File: config.mk
export PLATFORM = sky130hd
export DESIGN_NAME = imap_modified_utf7_encoder
export DESIGN_NICKNAME = d
export VERILOG_FILES = /design/src/sv/imu7_pkg.sv /design/src/sv/imap_modified_utf7_encoder.sv /design/src/sv/imu7_front.sv /design/src/sv/imu7_queue.sv /design/src/sv/imu7_back.sv
export SDC_FILE = /design/constraint.sdc
export NUM_CORES = 1
export LEC_CHECK = 0
export ABC_AREA = 0
export BUFFER_PORTS_ARGS = -buffer_cell sky130_fd_sc_hd__buf_2
export CAP_MARGIN = 10
export CORE_ASPECT_RATIO = 0.9
export CORE_MARGIN = 10
export CORE_UTILIZATION = 25
export DETAILED_ROUTE_END_ITERATION = 10
export SETUP_SLACK_MARGIN = 0.05
export SLEW_MARGIN = 20
export SYNTH_ARGS = -nofsm -noshare
export SYNTH_HDL_FRONTEND = slang
export SYNTH_HIERARCHICAL = 1
export SYNTH_SLANG_ARGS = --single-unit
File: constraint.sdc
create_clock -name clk -period 5.5 [get_ports clk]
set_clock_uncertainty 0.1 [all_clocks]
set_input_delay 0.825 -clock clk [delete_from_list [all_inputs] [get_ports clk]]
set_output_delay 0.825 -clock clk [all_outputs]
set_load 0.01 [all_outputs]
File: src/sv/imu7_pkg.sv
package imu7_pkg;

  localparam int MaxBytes = 5;
  localparam int CountW = 3;

  localparam logic [6:0] CHAR_AMP = 7'h26;
  localparam logic [6:0] CHAR_DASH = 7'h2d;
  localparam logic [15:0] DIRECT_LO = 16'h0020;
  localparam logic [15:0] DIRECT_HI = 16'h007e;

  typedef struct packed {
    logic [MaxBytes-1:0][6:0] chars;
    logic [CountW-1:0] count;
    logic last;
  } desc_t;

  function automatic logic [6:0] b64_char(input logic [5:0] v);
    logic [6:0] r;
    if (v < 6'd26) begin
      r = 7'h41 + {1'b0, v};
    end else if (v < 6'd52) begin
      r = 7'h61 + {1'b0, v - 6'd26};
    end else if (v < 6'd62) begin
      r = 7'h30 + {1'b0, v - 6'd52};
    end else if (v == 6'd62) begin
      r = 7'h2b;
    end else begin
      r = 7'h2c;
    end
    return r;
  endfunction

  function automatic logic [6:0] pad_char(input logic [3:0] bits, input logic [2:0] cnt);
    logic [5:0] sym;
    if (cnt == 3'd2) begin
      sym = {bits[1:0], 4'b0000};
    end else begin
      sym = {bits, 2'b00};
    end
    return b64_char(sym);
  endfunction

endpackage

File: src/sv/imap_modified_utf7_encoder.sv
// A code unit's bytes are registered in the queue before the first is offered; earlier entries wait ahead.
// The output gives one byte per cycle while byte_stall is low, and an item yields one to five
// bytes; the byte serializer sets the output pace.
// A two-entry queue lets code units be accepted while earlier bytes are still waiting.
// Reset is synchronous and clears the run state, the queue and the byte index.
module imap_modified_utf7_encoder (
  input  logic        clk,
  input  logic        rst,
  input  logic        unit_valid,
  output logic        unit_stall,
  input  logic [15:0] utf16_unit,
  input  logic        text_end,
  output logic        byte_valid,
  input  logic        byte_stall,
  output logic [6:0]  out_char,
  output logic        run_end,
  output logic        text_done
);

  logic            push;
  logic            pop;
  logic            full;
  logic            head_valid;
  imu7_pkg::desc_t push_desc;
  imu7_pkg::desc_t head;

  assign unit_stall = full;
  assign push = unit_valid && !full;

  imu7_front u_front (
    .clk        (clk),
    .rst        (rst),
    .push       (push),
    .utf16_unit (utf16_unit),
    .text_end   (text_end),
    .desc       (push_desc)
  );

  imu7_queue u_queue (
    .clk        (clk),
    .rst        (rst),
    .push       (push),
    .push_desc  (push_desc),
    .pop        (pop),
    .full       (full),
    .head_valid (head_valid),
    .head       (head)
  );

  imu7_back u_back (
    .clk        (clk),
    .rst        (rst),
    .head_valid (head_valid),
    .head       (head),
    .pop        (pop),
    .byte_valid (byte_valid),
    .byte_stall (byte_stall),
    .out_char   (out_char),
    .run_end    (run_end),
    .text_done  (text_done)
  );

endmodule

File: src/sv/imu7_front.sv
module imu7_front (
  input  logic                clk,
  input  logic                rst,
  input  logic                push,
  input  logic [15:0]         utf16_unit,
  input  logic                text_end,
  output imu7_pkg::desc_t     desc
);

  logic       in_shift;
  logic [3:0] spare_bits;
  logic [2:0] spare_count;
  logic       in_shift_next;
  logic [3:0] spare_bits_next;
  logic [2:0] spare_count_next;

  logic [2:0]  n;
  logic        is_direct;
  logic        is_amp;
  logic [3:0]  cur_bits;
  logic [2:0]  cur_cnt;
  logic [19:0] acc;
  logic [3:0]  left_bits;
  logic [2:0]  left_cnt;

  always_comb begin
    desc = '0;
    n = '0;
    in_shift_next = in_shift;
    spare_bits_next = spare_bits;
    spare_count_next = spare_count;
    left_bits = '0;
    left_cnt = '0;
    is_amp = (utf16_unit == {9'd0, imu7_pkg::CHAR_AMP});
    is_direct = (utf16_unit >= imu7_pkg::DIRECT_LO) && (utf16_unit <= imu7_pkg::DIRECT_HI) &&
                !is_amp;
    cur_bits = in_shift ? spare_bits : 4'd0;
    cur_cnt = in_shift ? spare_count : 3'd0;
    acc = {cur_bits, utf16_unit};
    if (is_direct || is_amp) begin
      if (in_shift) begin
        if (spare_count != 3'd0) begin
          desc.chars[n] = imu7_pkg::pad_char(spare_bits, spare_count);
          n = n + 3'd1;
        end
        desc.chars[n] = imu7_pkg::CHAR_DASH;
        n = n + 3'd1;
      end
      in_shift_next = 1'b0;
      spare_bits_next = '0;
      spare_count_next = '0;
      desc.chars[n] = is_amp ? imu7_pkg::CHAR_AMP : utf16_unit[6:0];
      n = n + 3'd1;
      if (is_amp) begin
        desc.chars[n] = imu7_pkg::CHAR_DASH;
        n = n + 3'd1;
      end
    end else begin
      if (!in_shift) begin
        desc.chars[n] = imu7_pkg::CHAR_AMP;
        n = n + 3'd1;
      end
      unique case (cur_cnt)
        3'd2: begin
          desc.chars[n] = imu7_pkg::b64_char(acc[17:12]);
          desc.chars[n + 3'd1] = imu7_pkg::b64_char(acc[11:6]);
          desc.chars[n + 3'd2] = imu7_pkg::b64_char(acc[5:0]);
          n = n + 3'd3;
          left_bits = '0;
          left_cnt = 3'd0;
        end
        3'd4: begin
          desc.chars[n] = imu7_pkg::b64_char(acc[19:14]);
          desc.chars[n + 3'd1] = imu7_pkg::b64_char(acc[13:8]);
          desc.chars[n + 3'd2] = imu7_pkg::b64_char(acc[7:2]);
          n = n + 3'd3;
          left_bits = {2'b00, acc[1:0]};
          left_cnt = 3'd2;
        end
        default: begin
          desc.chars[n] = imu7_pkg::b64_char(acc[15:10]);
          desc.chars[n + 3'd1] = imu7_pkg::b64_char(acc[9:4]);
          n = n + 3'd2;
          left_bits = acc[3:0];
          left_cnt = 3'd4;
        end
      endcase
      if (text_end) begin
        if (left_cnt != 3'd0) begin
          desc.chars[n] = imu7_pkg::pad_char(left_bits, left_cnt);
          n = n + 3'd1;
        end
        desc.chars[n] = imu7_pkg::CHAR_DASH;
        n = n + 3'd1;
        in_shift_next = 1'b0;
        spare_bits_next = '0;
        spare_count_next = '0;
      end else begin
        in_shift_next = 1'b1;
        spare_bits_next = left_bits;
        spare_count_next = left_cnt;
      end
    end
    desc.count = n;
    desc.last = text_end;
  end

  always_ff @(posedge clk) begin
    if (rst) begin
      in_shift <= 1'b0;
      spare_bits <= '0;
      spare_count <= '0;
    end else if (push) begin
      in_shift <= in_shift_next;
      spare_bits <= spare_bits_next;
      spare_count <= spare_count_next;
    end
  end

endmodule

File: src/sv/imu7_queue.sv
module imu7_queue (
  input  logic             clk,
  input  logic             rst,
  input  logic             push,
  input  imu7_pkg::desc_t  push_desc,
  input  logic             pop,
  output logic             full,
  output logic             head_valid,
  output imu7_pkg::desc_t  head
);

  logic [1:0]      count;
  imu7_pkg::desc_t slot1;

  assign full = (count == 2'd2);
  assign head_valid = (count != 2'd0);

  always_ff @(posedge clk) begin
    if (rst) begin
      count <= '0;
    end else begin
      count <= count + {1'b0, push} - {1'b0, pop};
    end
  end

  always_ff @(posedge clk) begin
    if (push && pop) begin
      if (count == 2'd1) begin
        head <= push_desc;
      end else begin
        head <= slot1;
        slot1 <= push_desc;
      end
    end else if (push) begin
      if (count == 2'd0) begin
        head <= push_desc;
      end else begin
        slot1 <= push_desc;
      end
    end else if (pop) begin
      head <= slot1;
    end
  end

endmodule

File: src/sv/imu7_back.sv
module imu7_back (
  input  logic             clk,
  input  logic             rst,
  input  logic             head_valid,
  input  imu7_pkg::desc_t  head,
  output logic             pop,
  output logic             byte_valid,
  input  logic             byte_stall,
  output logic [6:0]       out_char,
  output logic             run_end,
  output logic             text_done
);

  logic [2:0] idx;
  logic       last_byte;

  assign last_byte = (idx + 3'd1 == head.count);
  assign byte_valid = head_valid;
  assign out_char = head.chars[idx];
  assign run_end = last_byte;
  assign text_done = last_byte && head.last;
  assign pop = head_valid && !byte_stall && last_byte;

  always_ff @(posedge clk) begin
    if (rst) begin
      idx <= '0;
    end else if (head_valid && !byte_stall) begin
      idx <= last_byte ? 3'd0 : idx + 3'd1;
    end
  end

endmodule

==> flow_summary.toml <==
[status]
run_status = "completed"

[detailed_routing]
remaining_drc_errors = 0
avgRoutedWirePerCell_um = 20.1
dr.max_layer_used = "met4"
wl_met1_mm = 16.4
routed-wl-met2_mm = 15.4
viasPerCell = 5.55
route.vias.total = 9710
final_antenna_net_count = 0
drt_wl_total_mm = 35.2
dr.pass1.iters = 7
met3_length_mm = 2.73
drtIter0Drc = 1237

[cells_and_area]
final_nets = 1315
flow.area_growth_from_synthesis_pct = 8.34
instances_no_fill = 1749
antennaDiodeCount = 0
post_route_cells_drive_above_1_share_pct = 11.6
finish.utilization_pct = 27.5
post-route-cell-area_um2 = 11200

[yosys]
mappedNetlistArea_um2 = 10400
yosysMostFrequentCell = "sky130_fd_sc_hd__nand2_1"
synth_simple_gate_area_share_pct = 19.8
synth.top_cells.by_count = "sky130_fd_sc_hd__nand2_1 (105), sky130_fd_sc_hd__ha_1 (90), sky130_fd_sc_hd__nor2_1 (89)"
synth-xor-area-share_pct = 7.48
ys_async_sr_fraction_pct = 0
synth.top_cell.area_share_pct = 22.6
seq_area_frac_synth_pct = 24.9
synth-warning-count = 6
synth_edf_count = 78
avgSynthCellArea_um2 = 8.47
synth_fp_nets = 1336
synth.ff_latch_count = 90
synth-compound-area-share_pct = 23.3
post-synth-top-area-cell = "sky130_fd_sc_hd__edfxtp_1"
ys_types = 92
post_synth_main_area_contributors = "sky130_fd_sc_hd__edfxtp_1 (23%), sky130_fd_sc_hd__ha_1 (11%), sky130_fd_sc_hd__xnor2_1 (4.4%), sky130_fd_sc_hd__o21ai_0 (3.9%), sky130_fd_sc_hd__nand2_1 (3.8%)"
multiplexer_share_of_the_synthesized_area_pct = 7.92
synth_top_family_by_area = "compound AO/OA/AOI/OAI gates"
synth_flop_cell = "sky130_fd_sc_hd__edfxtp_1"
synth_cells = 1225
synthAdderAreaFrac_pct = 10.9

[cts]
worst_setup_hold_path_clk_slew_ns = 0.07
cts_resized = 0
tritoncts = "done"
cts.sink_count = 90
clk-insertion-delay-late_ns = 0.34
clock_tree.buffer_depth = 2
cts_hold_buf = 0
clock_tree_root = "sky130_fd_sc_hd__clkbuf_16"
cts.repair_timing.setup_buffer_count = 0
cts-buffers-inserted = 9
clock_tree.htree_level_count = 3

[power_and_ir_drop]
powerDensity_nw_per_um2 = 232
vdd_ir_drop_max_mv = 0.174
intPower_mw = 1.67
combinationalPowerShare_pct = 38.0
power.total_mw = 2.60
netSwitchingFraction_pct = 35.8
leakage_nw = 4.22
power.share.clock_pct = 23.6
sequentialPowerShare_pct = 38.3
total_switching_power_mw = 0.933

[floorplan]
io_pins = 32
die_height_um = 213
core_region_area_um2 = 40800
die_width_um = 235
floorplan.die_area_um2 = 50000
row_count = 70
initial_utilization_pct = 25.4

[timing]
setup_repair_after_global_routing_missed_its_margin = "false"
final_min_period_over_clock_period_pct = 84.9
final.setup.tns_ns = 0
final_max_slew_violation_count = 0
final.setup.worst_slack_ns = 0.832
worstMarginPinSlew_ns = 1.07
timing.max_slew.rel_slack_pct = 28.4
tmin_final_ns = 4.67
setup-violations-final = 0
final_hold_viol_count = 0
timing.fmax_mhz = 214
finalHoldWorstSlack_ns = 0.397

[placement]
placed_cell_area_um2 = 10900
place.gp.congestion = 0.963
place_ws_ns = 0.954
buffer_ports.inserted = 31
dpl.cell_count = 1733
place_hpwl_mm = 26.2

[worst_setup_path]
worstPathMaxFanout = 16
cp_data_arrival_time_ns = 4.77
critical_path_class = "flop to flop"
worstPathRequired_ns = 5.61
r2r_cells = 11
cp-end-kind = "flop"
critical_path.startpoint_type = "flop"

[grt]
vias_in_the_first_global_route = 9149
grt.total_usage_pct = 13.5
largest_net_degree_at_the_start_of_global_routing = 40
grt_pass1_wl_mm = 54.9
grt_overflow_total = 0
grt_antenna_before_repair = 0

[hold_path]
hold_path_class = "flop to flop"
worst_hold_path.num_cells = 2

[flow_run]
maxCapViolations = 0
final cells by class:
cell class | count | area, µm²
fill | 4466 | 29600
tap | 540 | 676
multi-input combinational | 1003 | 7200
clock inverter | 7 | 76.3
timing repair buffer | 48 | 283
clock buffer | 9 | 225
sequential | 90 | 2580
inverter | 52 | 195
critical path, cell delays in order (launching register included):
cell and delay, ns:
sky130_fd_sc_hd__dfxtp_1 0.68, sky130_fd_sc_hd__nand2_1 0.19, sky130_fd_sc_hd__ha_1 0.46, sky130_fd_sc_hd__inv_1 0.12, sky130_fd_sc_hd__buf_4 0.25, sky130_fd_sc_hd__ha_1 0.22
sky130_fd_sc_hd__nand2b_1 0.22, sky130_fd_sc_hd__nor3b_1 0.67, sky130_fd_sc_hd__nand2_1 0.37, sky130_fd_sc_hd__a41o_1 0.33, sky130_fd_sc_hd__o31ai_1 0.61, sky130_fd_sc_hd__mux2_2 0.30
power by group through the flow:
stage	clock (mW)	combinational [mW]	sequential, mW
floorplan	0	0.705	0.988
global placement	0	0.974	1.01
detailed placement	0	0.977	1.02
CTS	0.627	0.981	1.00
global route	0.659	1.08	1.01
finish	0.616	0.990	0.998
logic make-up after synthesis:
logic type	after synthesis
and+or+nand+nor	406
AOI/OAI and AO/OA	357
buffers and inverters	132
adders and majority gates	90
DFF	90
xor gates and xnor gates	86
muxes	64
state kept, by name, summed over array words and instances, names as in the netlist:
signal / flops
u_back/idx: 3
u_front/in_shift: 1
u_front/spare_bits: 4
u_front/spare_count: 2
u_queue/count: 2
u_queue/head: 39
u_queue/slot1: 39
layout by cell type, fill, tap and decap left out, types with 10 or more instances in the layout:
| cell type | count |
|---|---|
| sky130_fd_sc_hd__o211ai_1 | 24 |
| sky130_fd_sc_hd__dfxtp_1 | 12 |
| sky130_fd_sc_hd__mux2i_1 | 13 |
| sky130_fd_sc_hd__xor2_1 | 32 |
| sky130_fd_sc_hd__inv_1 | 50 |
| sky130_fd_sc_hd__o21ai_0 | 81 |
| sky130_fd_sc_hd__nand3_1 | 59 |
| sky130_fd_sc_hd__nand2b_1 | 21 |
| sky130_fd_sc_hd__nor2_1 | 89 |
| sky130_fd_sc_hd__a22oi_1 | 12 |
| sky130_fd_sc_hd__mux2_2 | 34 |
| sky130_fd_sc_hd__and3_1 | 14 |
| sky130_fd_sc_hd__edfxtp_1 | 78 |
| sky130_fd_sc_hd__nand2_1 | 105 |
| sky130_fd_sc_hd__a21o_1 | 15 |
| sky130_fd_sc_hd__buf_2 | 31 |
| sky130_fd_sc_hd__buf_4 | 17 |
| sky130_fd_sc_hd__o31ai_1 | 10 |
| sky130_fd_sc_hd__nand4_1 | 14 |
| sky130_fd_sc_hd__a31oi_1 | 17 |
| sky130_fd_sc_hd__and2_1 | 13 |
| sky130_fd_sc_hd__a21oi_1 | 74 |
| sky130_fd_sc_hd__ha_1 | 90 |
| sky130_fd_sc_hd__a211oi_1 | 16 |
| sky130_fd_sc_hd__nor3_1 | 16 |
| sky130_fd_sc_hd__mux2_4 | 10 |
| sky130_fd_sc_hd__nor2b_1 | 26 |
| sky130_fd_sc_hd__xnor2_1 | 52 |
routing by layer:
metal	vias to the layer above	global-route usage (%)
met2	462	21.4
li1	4522	-
met3	49	2.18
met5	-	0
met4	0	2.67
met1	4677	18.9
worst paths after layout:
kind	startpoint	end	slack, ns
hold / removal	u_front/spare_count[2]	u_front/spare_count[2]	0.40
hold reg to reg	u_front/spare_count[2]	u_front/spare_count[2]	0.40
setup reg to reg	u_front/in_shift	u_queue/head[15]	0.83
setup / recovery	u_front/in_shift	u_queue/head[15]	0.83
Power figures use the tool's default switching activity.
